===== src/rtl/block_basis_congruence_transform_macros.svh =====
// Assertion macros for the block basis congruence transform.
// Included by the top level; expects clk and rst_n in scope.
`ifndef BLOCK_BASIS_CONGRUENCE_TRANSFORM_MACROS_SVH
`define BLOCK_BASIS_CONGRUENCE_TRANSFORM_MACROS_SVH

// Same-cycle implication, checked outside reset.
`define BBCT_ASSERT_NOW(label, pre, post) \
  label: assert property (@(posedge clk) disable iff (!rst_n) (pre) |-> (post)) \
    else $error("bbct assertion failed");

// Next-cycle implication, checked outside reset.
`define BBCT_ASSERT_NEXT(label, pre, post) \
  label: assert property (@(posedge clk) disable iff (!rst_n) (pre) |=> (post)) \
    else $error("bbct assertion failed");

`endif


===== src/rtl/bbct_pkg.sv =====
// Shared types and constants of the block basis congruence transform.
// Used by the controller, the datapath and the top level; no dependencies.
`default_nettype none

package bbct_pkg;

  // Parameter defaults.
  localparam int MAX_LARGE_DEF  = 16;
  localparam int MAX_SMALL_DEF  = 16;
  localparam int PART_WIDTH_DEF = 32;
  localparam int FRAC_BITS_DEF  = 16;

  // Loop indices cover the full parameter range (order up to 128).
  localparam int IDX_W = 7;

  localparam int COUNT_W   = 5;
  localparam int CFG_IDX_W = 1;
  localparam logic [COUNT_W-1:0] COUNT_RESET = 5'd16;

  typedef enum logic [CFG_IDX_W-1:0] {
    CFG_LARGE_COUNT = 1'b0,
    CFG_SMALL_COUNT = 1'b1
  } cfg_reg_t;

  typedef enum logic [1:0] {
    OP_WRITE_H = 2'd0,
    OP_WRITE_C = 2'd1,
    OP_COMPUTE = 2'd2,
    OP_READ    = 2'd3
  } op_t;

  localparam logic STATUS_OK    = 1'b0;
  localparam logic STATUS_RANGE = 1'b1;

  // Commands from the sequencer to the datapath.
  typedef struct packed {
    logic             accept;
    logic             rd_en;
    logic             mul_en;
    logic             cmb_en;
    logic             acc_en;
    logic             phase;
    logic             unit;
    logic             first;
    logic             last;
    logic [IDX_W-1:0] m_row;
    logic [IDX_W-1:0] m_col;
    logic [IDX_W-1:0] c_row;
    logic [IDX_W-1:0] c_col;
    logic [IDX_W-1:0] w_row;
    logic [IDX_W-1:0] w_col;
  } seq_cmd_t;

endpackage

`default_nettype wire


===== src/rtl/bbct_ctrl.sv =====
// Controller: request handshake and the compute loop sequencer.
// Depends on bbct_pkg for the command struct and operation codes.
`default_nettype none

module bbct_ctrl (
  input  wire logic                        clk,
  input  wire logic                        rst_n,
  input  wire logic                        in_valid,
  output logic                             in_ready,
  input  wire logic [1:0]                  in_operation,
  output logic                             out_valid,
  input  wire logic                        out_ready,
  input  wire logic [bbct_pkg::IDX_W-1:0]  eff_large,
  input  wire logic [bbct_pkg::IDX_W-1:0]  eff_small,
  output bbct_pkg::seq_cmd_t               cmd
);

  typedef enum logic [2:0] {ST_IDLE, ST_RD, ST_MUL, ST_CMB, ST_ACC} state_t;

  state_t                      state_r, state_nxt;
  logic                        out_valid_r, out_valid_nxt;
  logic                        phase_r, phase_nxt;
  logic [bbct_pkg::IDX_W-1:0]  row_r, row_nxt, col_r, col_nxt, k_r, k_nxt;
  logic                        accept, unit, last;
  logic [bbct_pkg::IDX_W-1:0]  l_plus_k, row_last, col_last;

  assign in_ready  = (state_r == ST_IDLE) && (!out_valid_r || out_ready);
  assign accept    = in_valid && in_ready;
  assign out_valid = out_valid_r;

  always_comb begin
    l_plus_k = eff_large + k_r;
    unit     = phase_r ? (row_r < eff_large) : (col_r < eff_large);
    last     = unit || (k_r == eff_small - 1'b1);
    col_last = (eff_large << 1) - 1'b1;
    row_last = phase_r ? col_last : eff_large + eff_small - 1'b1;

    cmd        = '0;
    cmd.accept = accept;
    cmd.rd_en  = (state_r == ST_RD);
    cmd.mul_en = (state_r == ST_MUL);
    cmd.cmb_en = (state_r == ST_CMB);
    cmd.acc_en = (state_r == ST_ACC);
    cmd.phase  = phase_r;
    cmd.unit   = unit;
    cmd.first  = (k_r == '0);
    cmd.last   = last;
    cmd.c_col  = k_r;
    cmd.w_row  = row_r;
    cmd.w_col  = col_r;
    if (phase_r) begin
      cmd.m_row = unit ? row_r : l_plus_k;
      cmd.m_col = col_r;
      cmd.c_row = row_r - eff_large;
    end else begin
      cmd.m_row = row_r;
      cmd.m_col = unit ? col_r : l_plus_k;
      cmd.c_row = col_r - eff_large;
    end
  end

  always_comb begin
    state_nxt     = state_r;
    phase_nxt     = phase_r;
    row_nxt       = row_r;
    col_nxt       = col_r;
    k_nxt         = k_r;
    out_valid_nxt = accept ? 1'b1 : (out_ready ? 1'b0 : out_valid_r);
    case (state_r)
      ST_IDLE: begin
        if (accept && (bbct_pkg::op_t'(in_operation) == bbct_pkg::OP_COMPUTE)) begin
          state_nxt = ST_RD;
          phase_nxt = 1'b0;
          row_nxt   = '0;
          col_nxt   = '0;
          k_nxt     = '0;
        end
      end
      ST_RD:  state_nxt = ST_MUL;
      ST_MUL: state_nxt = ST_CMB;
      ST_CMB: state_nxt = ST_ACC;
      ST_ACC: begin
        state_nxt = ST_RD;
        if (!last) begin
          k_nxt = k_r + 1'b1;
        end else begin
          k_nxt = '0;
          if (col_r == col_last) begin
            col_nxt = '0;
            if (row_r == row_last) begin
              row_nxt = '0;
              if (phase_r) begin
                state_nxt = ST_IDLE;
              end else begin
                phase_nxt = 1'b1;
              end
            end else begin
              row_nxt = row_r + 1'b1;
            end
          end else begin
            col_nxt = col_r + 1'b1;
          end
        end
      end
      default: state_nxt = ST_IDLE;
    endcase
  end

  always_ff @(posedge clk) begin
    if (!rst_n) begin
      state_r     <= ST_IDLE;
      out_valid_r <= 1'b0;
      phase_r     <= 1'b0;
      row_r       <= '0;
      col_r       <= '0;
      k_r         <= '0;
    end else begin
      state_r     <= state_nxt;
      out_valid_r <= out_valid_nxt;
      phase_r     <= phase_nxt;
      row_r       <= row_nxt;
      col_r       <= col_nxt;
      k_r         <= k_nxt;
    end
  end

endmodule

`default_nettype wire


===== config.mk =====
export PLATFORM = sky130hd
export DESIGN_NAME = bbct_ctrl
export DESIGN_NICKNAME = d
export VERILOG_FILES = /design/src/rtl/block_basis_congruence_transform_macros.svh /design/src/rtl/bbct_pkg.sv /design/src/rtl/bbct_ctrl.sv
export SDC_FILE = /design/constraint.sdc
export NUM_CORES = 1
export LEC_CHECK = 0
export BUFFER_PORTS_ARGS = -buffer_cell sky130_fd_sc_hd__buf_4
export CORE_MARGIN = 2
export CORE_UTILIZATION = 50
export CTS_CLUSTER_SIZE = 30
export DETAILED_ROUTE_END_ITERATION = 10
export PLACE_DENSITY = 0.74
export SLEW_MARGIN = 20
export SYNTH_ARGS = -nofsm -noshare
export SYNTH_HDL_FRONTEND = slang
export SYNTH_SLANG_ARGS = --single-unit
export TNS_END_PERCENT = 5

===== constraint.sdc =====
create_clock -name clk -period 7.2 [get_ports clk]
set_input_delay 0.72 -clock clk [delete_from_list [all_inputs] [get_ports clk]]
set_output_delay 0.72 -clock clk [all_outputs]
set_load 0.05 [all_outputs]

==> impl_metrics.tcl, run 1 <==
set metrics [dict create \
    avgSynthCellArea_um2 7.83 \
    finalHoldViolCount 0 \
    grt_usage_pct 26.4 \
    diodes 0 \
    dpl.hpwl_mm 7.96 \
    synth_top_area_cell "dfxtp_1" \
    slew_headroom_pct 35.6 \
    clk_latency_ns 0.28 \
    cp_max_fo 9 \
    cap_violations 0 \
    post_cts_hold_buffer_count 0 \
    seq_area_frac_synth_pct 15.2 \
    design.die.area_um2 7540 \
    syn-cell-area_um2 3430 \
    critical-path-max-stage-delay_ns 0.57 \
    grt-ovfl-total 0 \
    worstSetupStartpointType "primary input" \
    hold_path.class "reg2reg" \
    finalWeightedCongestion 0.907 \
    synth_top_family_by_area "compound AO/OA/AOI/OAI gates" \
    num_io_pins 73 \
    grt_pass1_vias 3105 \
    synth-edff-count 0 \
    synth_common_cells "inv_1, ha_1, dfxtp_1" \
    syn_nets 499 \
    critPathSlowestCell "a31oi_1" \
    worstHoldPathCells 2 \
    postCtsSetupBuffers 0 \
    cp_common_cell "buf_4" \
    vdd_drop_max_uv 117 \
    clock_skew_ns 0.00161 \
    critical_path.cell_chain "buf_4 > inv_1 > ha_1 > a21oi_1 > o211ai_1 > a31oi_1 > or3_1 > mux2_2 > buf_4" \
    antenna_found_initial 0 \
    synth-simple-area-share_pct 20.8 \
    power_uw 432 \
    r2r_cells 7 \
    drtIter0Drc 146 \
    synth.most_common_cell "inv_1" \
    drt_first_pass_iters 4 \
    period_minus_slack_ns 3.99 \
    min_period_over_period_pct 55.5 \
    cts_max_level 1 \
    report.final.slew_viol_count 0 \
    die_w_um 86.8 \
    final_net_count 555 \
    setup_viol 0 \
    fmax_mhz 250 \
    clock-root-buffer "clkbuf_8" \
    rows 30 \
    synthAdderAreaFrac_pct 15.8 \
    synth_cell_types 60 \
    wire_per_inst_um 17.5 \
    cts_made_buffers 3 \
    path_class "in2out" \
    synth-compound-area-share_pct 22.2 \
    ctsResizeCount 0 \
    vias 3394 \
    synth.area.mux_share_pct 4.67 \
    fillers 624 \
    synth_top_area_share_pct 15.2 \
    rsz0062_at_grt "false" \
    initial_utilization_pct 51.0 \
    clock-sinks 26 \
    syn-instance-count 438 \
    p_per_area_nw_per_um2 107 \
    grt_pass1_wl_mm 15.7 \
    synth-async-reset-ratio_pct 0 \
    synthTopCellsByArea "dfxtp_1, ha_1, xnor2_1" \
    drc 0 \
    drt_wl_total_mm 10.0 \
    status "completed" \
    synth_ff_type "dfxtp_1" \
    required_ns 6.48 \
    critPathCaptureType "output port" \
    core_area_um2 6720 \
    arrival_ns 3.27 \
    io_buffers 72 \
    ant_nets 0 \
    synth_seq_cells 26 \
    clk_pin_slew_worst_paths_ns 0.10 \
    syn_to_final_growth_pct 17.3 \
    yosysWarnings 0 \
    clockBufferDepth 2 \
    power.leakage_nw 1.83 \
    grt_max_degree 22 \
    tightest_slew_ns 0.957 \
    cts_tree "built" \
    synth_xor_area_share_pct 12.2 \
    tns_ns 0 \
    layout-drive-gt1-share_pct 19.7 \
    die_h_um 86.8 \
    routed_via_density 5.92 \
]
[cells in the final DEF, fill, tap and decap left out, types with 5 or more instances in the layout]
cell type | synthesis | routed
ha_1 | 37 | 37
nand3_1 | 15 | 15
o31ai_1 | 8 | 8
inv_1 | 50 | 50
o21a_1 | 8 | 8
a21oi_1 | 25 | 25
xor2_1 | 12 | 12
o21ai_0 | 24 | 24
nor2_1 | 25 | 25
xnor3_1 | 5 | 5
o21ai_1 | 5 | 5
nor3b_1 | 7 | 7
dfxtp_1 | 26 | 26
nand4_1 | 8 | 8
buf_4 | 6 | 73
mux2i_1 | 7 | 7
nand2b_1 | 8 | 8
mux2_2 | 8 | 8
and3_1 | 9 | 9
or3_1 | 7 | 7
nor3_1 | 11 | 11
nand2_1 | 23 | 23
xnor2_1 | 23 | 23
and2_1 | 5 | 5
[final timing paths]
kind / start / end / slack, ns
worst max-delay path: eff_large[1] / cmd[37] / 3.21
worst min-delay path: out_valid / out_valid / 0.54
worst max register to register: phase_r / row_r[2] / 4.09
worst min register to register: out_valid / out_valid / 0.54
[state kept, by name, summed over array words and instances, names as in the netlist]
register	count
phase_r	1
out_valid	1
col_r	7
k_r	7
state_r	3
row_r	7
[cell families (layout without fill, tap and decap cells)]
group / after synthesis / in the layout
XOR/XNOR: 40 / 40
AO/OA/AOI/OAI: 111 / 111
flip-flops: 26 / 26
AND/OR/NAND/NOR: 133 / 133
multiplexers: 15 / 15
buffers and inverters: 72 / 127
adder cells (fa/ha/maj): 41 / 41
[layer usage]
layer | global-route usage [%] | wire length, µm | vias up
met2 | 41.8 | 4580 | 118
met3 | 2.38 | 562 | 18
met1 | 37.7 | 4660 | 1599
li1 | - | - | 1659
met5 | 0 | 0 | -
met4 | 8.66 | 206 | 0
[report_power, final]
part	total (mW)	switching, mW	internal, mW
Combinational	0.159	0.0951	0.0639
Clock	0.126	0.0511	0.0746
Sequential	0.148	0.00222	0.146
Total	0.432	0.148	0.284
[critical path, delay by kind of cell]
kind | cells | cell delay [ns]
compound gates | 3 | 0.93
mux | 1 | 0.39
simple gates | 1 | 0.43
buf+inv | 3 | 0.53
fa+ha+maj | 1 | 0.27
[stage by stage]
step / hold slack (ns) / setup slack (ns) / instances / utilization (%) / instance area (µm²)
6_report: 0.537 / 3.21 / 573 / 59.9 / 4020
2_1_floorplan: 0.510 / 2.97 / 438 / - / 3430
3_3_place_gp: 0.503 / 3.36 / 569 / 58.8 / 3950
5_1_grt: 0.561 / 3.02 / 573 / 59.9 / 4020
4_1_cts: 0.535 / 3.27 / 573 / 59.9 / 4020
3_5_place_dp: 0.516 / 3.28 / 569 / 58.8 / 3950
[cell type report]
cell class,count,area [µm²],area share (%)
multi-input cells,340,2590,64.5
repair buffers,73,548,13.6
flip-flops and latches,26,520,12.9
inverters,50,188,4.67
well taps,80,100,2.49
clock buffers,3,41.3,1.03
clock inverters,1,30.0,0.747
Note: power is estimated with default switching activity, not from simulation.
==> run 2: changes to the inputs <==
--- a/config.mk
+++ b/config.mk
@@ -10,7 +10,7 @@
 export CORE_UTILIZATION = 50
 export CTS_CLUSTER_SIZE = 30
 export DETAILED_ROUTE_END_ITERATION = 10
-export PLACE_DENSITY = 0.74
+export PLACE_DENSITY = 0.77
 export SLEW_MARGIN = 20
 export SYNTH_ARGS = -nofsm -noshare
 export SYNTH_HDL_FRONTEND = slang
==> constraint.sdc (replaced) <==
create_clock -name clk -period 3.2 [get_ports clk]
set_input_delay 0.32 -clock clk [delete_from_list [all_inputs] [get_ports clk]]
set_output_delay 0.32 -clock clk [all_outputs]
set_load 0.05 [all_outputs]
==> impl_metrics.tcl, run 2 (synthesized netlist as in run 1, its figures left out) <==
set metrics [dict create \
    status "completed" \
    worst_slack_ns 0.199 \
    ctsResizeCount 0 \
    ant_nets 0 \
    grt_usage_pct 27.5 \
    grt_pass1_wl_mm 16.5 \
    dpl.hpwl_mm 8.22 \
    rows 30 \
    critical_path.cell_chain "inv_1 > ha_1 > inv_1 > a21oi_1 > o211ai_1 > a31oi_1 > or3_1 > mux2_2 > buf_4" \
    placed_area_um2 4120 \
    required_ns 2.88 \
    busiest_layer "met2" \
    initial_utilization_pct 51.0 \
    cp_common_cell "inv_1" \
    arrival_ns 2.68 \
    hold_path.class "in2reg" \
    die_h_um 86.8 \
    design.die.area_um2 7540 \
    cp_max_fo 7 \
    regArea_um2 520 \
    cts_tree "built" \
    tightest_slew_ns 0.572 \
    vias 3513 \
    postCtsSetupBuffers 0 \
    final_net_count 577 \
    drtIter0Drc 236 \
    clock_skew_ns 0.00478 \
    routed_via_density 5.90 \
    drc 0 \
    finalHoldViolCount 0 \
    path_class "reg2out" \
    grt_max_degree 17 \
    drt_wl_total_mm 10.2 \
    reg_top3 "col_r (7), k_r (7), row_r (7)" \
    syn_to_final_growth_pct 22.2 \
    critical-path-max-stage-delay_ns 0.39 \
    diodes 0 \
    p_per_area_nw_per_um2 232 \
    min_period_over_period_pct 93.8 \
    fmax_mhz 333 \
    layout-drive-gt1-share_pct 23.3 \
    io_buffers 72 \
    finalWeightedCongestion 0.982 \
    wire_per_inst_um 17.2 \
    post_cts_hold_buffer_count 0 \
    vdd_drop_max_uv 196 \
    cts_made_buffers 3 \
    clock-root-buffer "clkbuf_8" \
    cap_violations 0 \
    clk_latency_ns 0.28 \
    worstSetupStartpointType "register" \
    layout_common_cells "buf_4, inv_1, ha_1" \
    dp_slack_ns -0.00839 \
    critPathSlowestCell "mux2_2" \
    grt_pass1_vias 3341 \
    critPathCaptureType "output port" \
    met3_usage_pct 3.05 \
    mostFrequentLayoutCell "buf_4" \
    die_w_um 86.8 \
    power.leakage_nw 1.95 \
    antenna_found_initial 0 \
    clock-sinks 26 \
    fillers 601 \
    multi_input_area_um2 2600 \
    met2_usage_pct 42.8 \
    drt_first_pass_iters 7 \
    clk_pin_slew_worst_paths_ns 0.10 \
    report.final.slew_viol_count 0 \
    setup_viol 0 \
    final_area_um2 4190 \
    slew_headroom_pct 61.9 \
    num_io_pins 73 \
    grt-ovfl-total 0 \
    period_minus_slack_ns 3.00 \
    core_area_um2 6720 \
    cts_max_level 1 \
    rsz0062_at_grt "false" \
    clockBufferDepth 2 \
    use_met1_pct 39.9 \
]
## run 2: metrics by stage
stage	hold slack (ns)	std cells	util [%]	TNS (ns)	power, mW
final	0.328	595	62.4	0	0.974
after global routing	0.356	595	62.4	0	1.02
after CTS	0.331	595	62.4	0	0.977
after detailed placement	0.512	591	61.3	-0.00839	0.697
after global placement	0.502	591	61.3	0	0.687
after floorplan	0.477	438	-	-0.318	0.594
## run 2: final cells by class
cell class	count	share of cell area [%]
Clock buffer	3	0.985
Timing Repair Buffer	95	17.0
Tap cell	80	2.39
Multi-Input combinational cell	340	62.0
Sequential cell	26	12.4
Clock inverter	1	0.716
Inverter	50	4.48
## run 2: power breakdown
group	internal (mW)	leakage, nW	switching (mW)
sequential	0.327	0.210	0.00476
combinational	0.146	1.71	0.214
clock	0.168	0.0357	0.114
total	0.641	1.95	0.333
## run 2: worst max-delay path: cells and delay by family (launching register included)
kind / cells / cell delay, ns
flip-flops: 1 / 0.35
adder cells (fa/ha/maj): 1 / 0.23
multiplexers: 1 / 0.39
buffers and inverters: 3 / 0.41
AO/OA/AOI/OAI: 3 / 0.67
AND/OR/NAND/NOR: 1 / 0.32
## run 2: final timing paths
| check | start | endpoint | slack (ns) | cells after the start |
|---|---|---|---|---|
| max reg2reg | k_r[5] | k_r[3] | 0.46 | 7 |
| max | col_r[0] | cmd[38] | 0.20 | 9 |
| min reg2reg | out_valid | out_valid | 0.53 | 2 |
| min | out_ready | out_valid | 0.33 | 3 |
## run 2: per-layer routing
| metal | part of all wire (%) | routed length, µm |
|---|---|---|
| met5 | 0 | 0 |
| met4 | 2.1 | 219 |
| met3 | 6.1 | 625 |
| met2 | 46 | 4700 |
| met1 | 46 | 4700 |
==> run 3: changes to the inputs <==
--- a/config.mk
+++ b/config.mk
@@ -10,8 +10,7 @@
 export CORE_UTILIZATION = 50
 export CTS_CLUSTER_SIZE = 30
 export DETAILED_ROUTE_END_ITERATION = 10
-export PLACE_DENSITY = 0.77
-export SLEW_MARGIN = 20
+export PLACE_DENSITY = 0.74
 export SYNTH_ARGS = -nofsm -noshare
 export SYNTH_HDL_FRONTEND = slang
 export SYNTH_SLANG_ARGS = --single-unit
==> constraint.sdc (replaced) <==
create_clock -name clk -period 3.4 [get_ports clk]
set_input_delay 0.34 -clock clk [delete_from_list [all_inputs] [get_ports clk]]
set_output_delay 0.34 -clock clk [all_outputs]
set_load 0.05 [all_outputs]
==> impl_metrics.tcl, run 3 (synthesized netlist as in run 1, its figures left out) <==
set metrics [dict create \
    num_io_pins 73 \
    rsz0062_at_grt "false" \
    finalWeightedCongestion 0.957 \
    arrival_ns 2.80 \
    io_buffers 72 \
    rows 30 \
    status "completed" \
    grt_usage_pct 27.5 \
    clock-sinks 26 \
    cp_max_fo 8 \
    critPathCaptureType "output port" \
    drt_first_pass_iters 5 \
    vdd_drop_max_uv 182 \
    ant_nets 0 \
    grt_pass1_wl_mm 16.5 \
    syn_to_final_growth_pct 20.3 \
    core_area_um2 6720 \
    p_seq_share_pct 36.6 \
    slew_headroom_pct 48.0 \
    crit_path_end "cmd[37]" \
    design.die.area_um2 7540 \
    fmax_mhz 318 \
    layout-drive-gt1-share_pct 22.2 \
    postCtsSetupBuffers 0 \
    fin_util_pct 61.4 \
    path_class "reg2out" \
    drc 0 \
    setup_viol 0 \
    antenna_found_initial 0 \
    required_ns 3.06 \
    die_h_um 86.8 \
    power.leakage_nw 1.91 \
    timing.rr.start "col_r[0]" \
    clk_pin_slew_worst_paths_ns 0.10 \
    grt_pass1_vias 3309 \
    fillers 629 \
    vias 3486 \
    p_int_uw 548 \
    drtIter0Drc 187 \
    final_net_count 571 \
    p_per_area_nw_per_um2 207 \
    power_switching_uw 307 \
    report.final.slew_viol_count 0 \
    hold_path.class "in2reg" \
    initial_utilization_pct 51.0 \
    grt-ovfl-total 0 \
    min_period_over_period_pct 92.5 \
    layout_common_cells "buf_4, inv_1, ha_1" \
    finalHoldViolCount 0 \
    post_cts_hold_buffer_count 0 \
    cts_made_buffers 3 \
    clockBufferDepth 2 \
    cap_violations 0 \
    cts_max_level 1 \
    switching_share_pct 35.9 \
    clock_skew_ns 0.00814 \
    diodes 0 \
    placed_area_um2 4070 \
    holdCritStartpoint "in_valid" \
    clock-root-buffer "clkbuf_8" \
    clk_latency_ns 0.27 \
    tightest_slew_ns 0.778 \
    ctsResizeCount 0 \
    final_area_um2 4130 \
    mostFrequentLayoutCell "buf_4" \
    r2r_cells 10 \
    power_uw 855 \
    reg_top3 "col_r (7), k_r (7), row_r (7)" \
    pwr-share-comb_pct 39.7 \
    cts_tree "built" \
    drt_wl_total_mm 10.4 \
    reg2reg_to "col_r[3]" \
    routed_via_density 5.92 \
    crit_path_start "col_r[1]" \
    period_minus_slack_ns 3.14 \
    die_w_um 86.8 \
    dpl.hpwl_mm 8.47 \
    grt_max_degree 17 \
    worstSetupStartpointType "register" \
    ff2ff_setup_slack_ns 0.65 \
    wire_per_inst_um 17.6 \
    pwr-share-clk_pct 23.8 \
]
-- run 3: cell type report --
| type | count | area (µm²) | share of cell area [%] |
|---|---|---|---|
| Inverter | 50 | 188 | 4.55 |
| Sequential cell | 26 | 520 | 12.6 |
| Tap cell | 80 | 100 | 2.43 |
| Timing Repair Buffer | 89 | 668 | 16.2 |
| Clock buffer | 4 | 55.1 | 1.33 |
| Multi-Input combinational cell | 340 | 2590 | 62.9 |
-- run 3: worst min path at each step --
stage | depth (start not counted) | end | slack, ns
after floorplan | 2 | state_r[1] | 0.50
final | 3 | out_valid | 0.37
after detailed placement | 2 | out_valid | 0.54
after global routing | 2 | col_r[0] | 0.37
after CTS | 3 | out_valid | 0.37
after global placement | 2 | out_valid | 0.50
-- run 3: critical path, cell delays in order, from the launching register on --
cell and delay [ns]:
dfxtp_1 0.51, ha_1 0.30, a21oi_1 0.29, o211ai_1 0.14, a31oi_1 0.32, or3_1 0.39, mux2_2 0.40, buf_4 0.19
-- run 3: stage by stage --
step	setup slack [ns]	instances	hold WS (ns)	TNS [ns]
final	0.255	589	0.366	0
after global placement	0.255	585	0.503	0
after floorplan	-0.209	438	0.497	-0.902
after detailed placement	0.124	585	0.541	0
after global routing	0.0551	589	0.375	0
after CTS	0.289	589	0.367	0
-- run 3: power groups by stage --
stage	logic, mW	registers, mW	clock network, mW
CTS	0.338	0.313	0.207
global route	0.367	0.314	0.222
global placement	0.330	0.319	0
floorplan	0.235	0.324	0
detailed placement	0.336	0.320	0
finish	0.339	0.313	0.203
-- run 3: metal layers --
layer	vias to the layer above	track usage (%)	part of all wire [%]
met5	-	0	0
met4	0	5.26	1.1
met3	8	3.43	7.2
met2	140	45.0	47
met1	1644	39.1	45
li1	1694	-	-
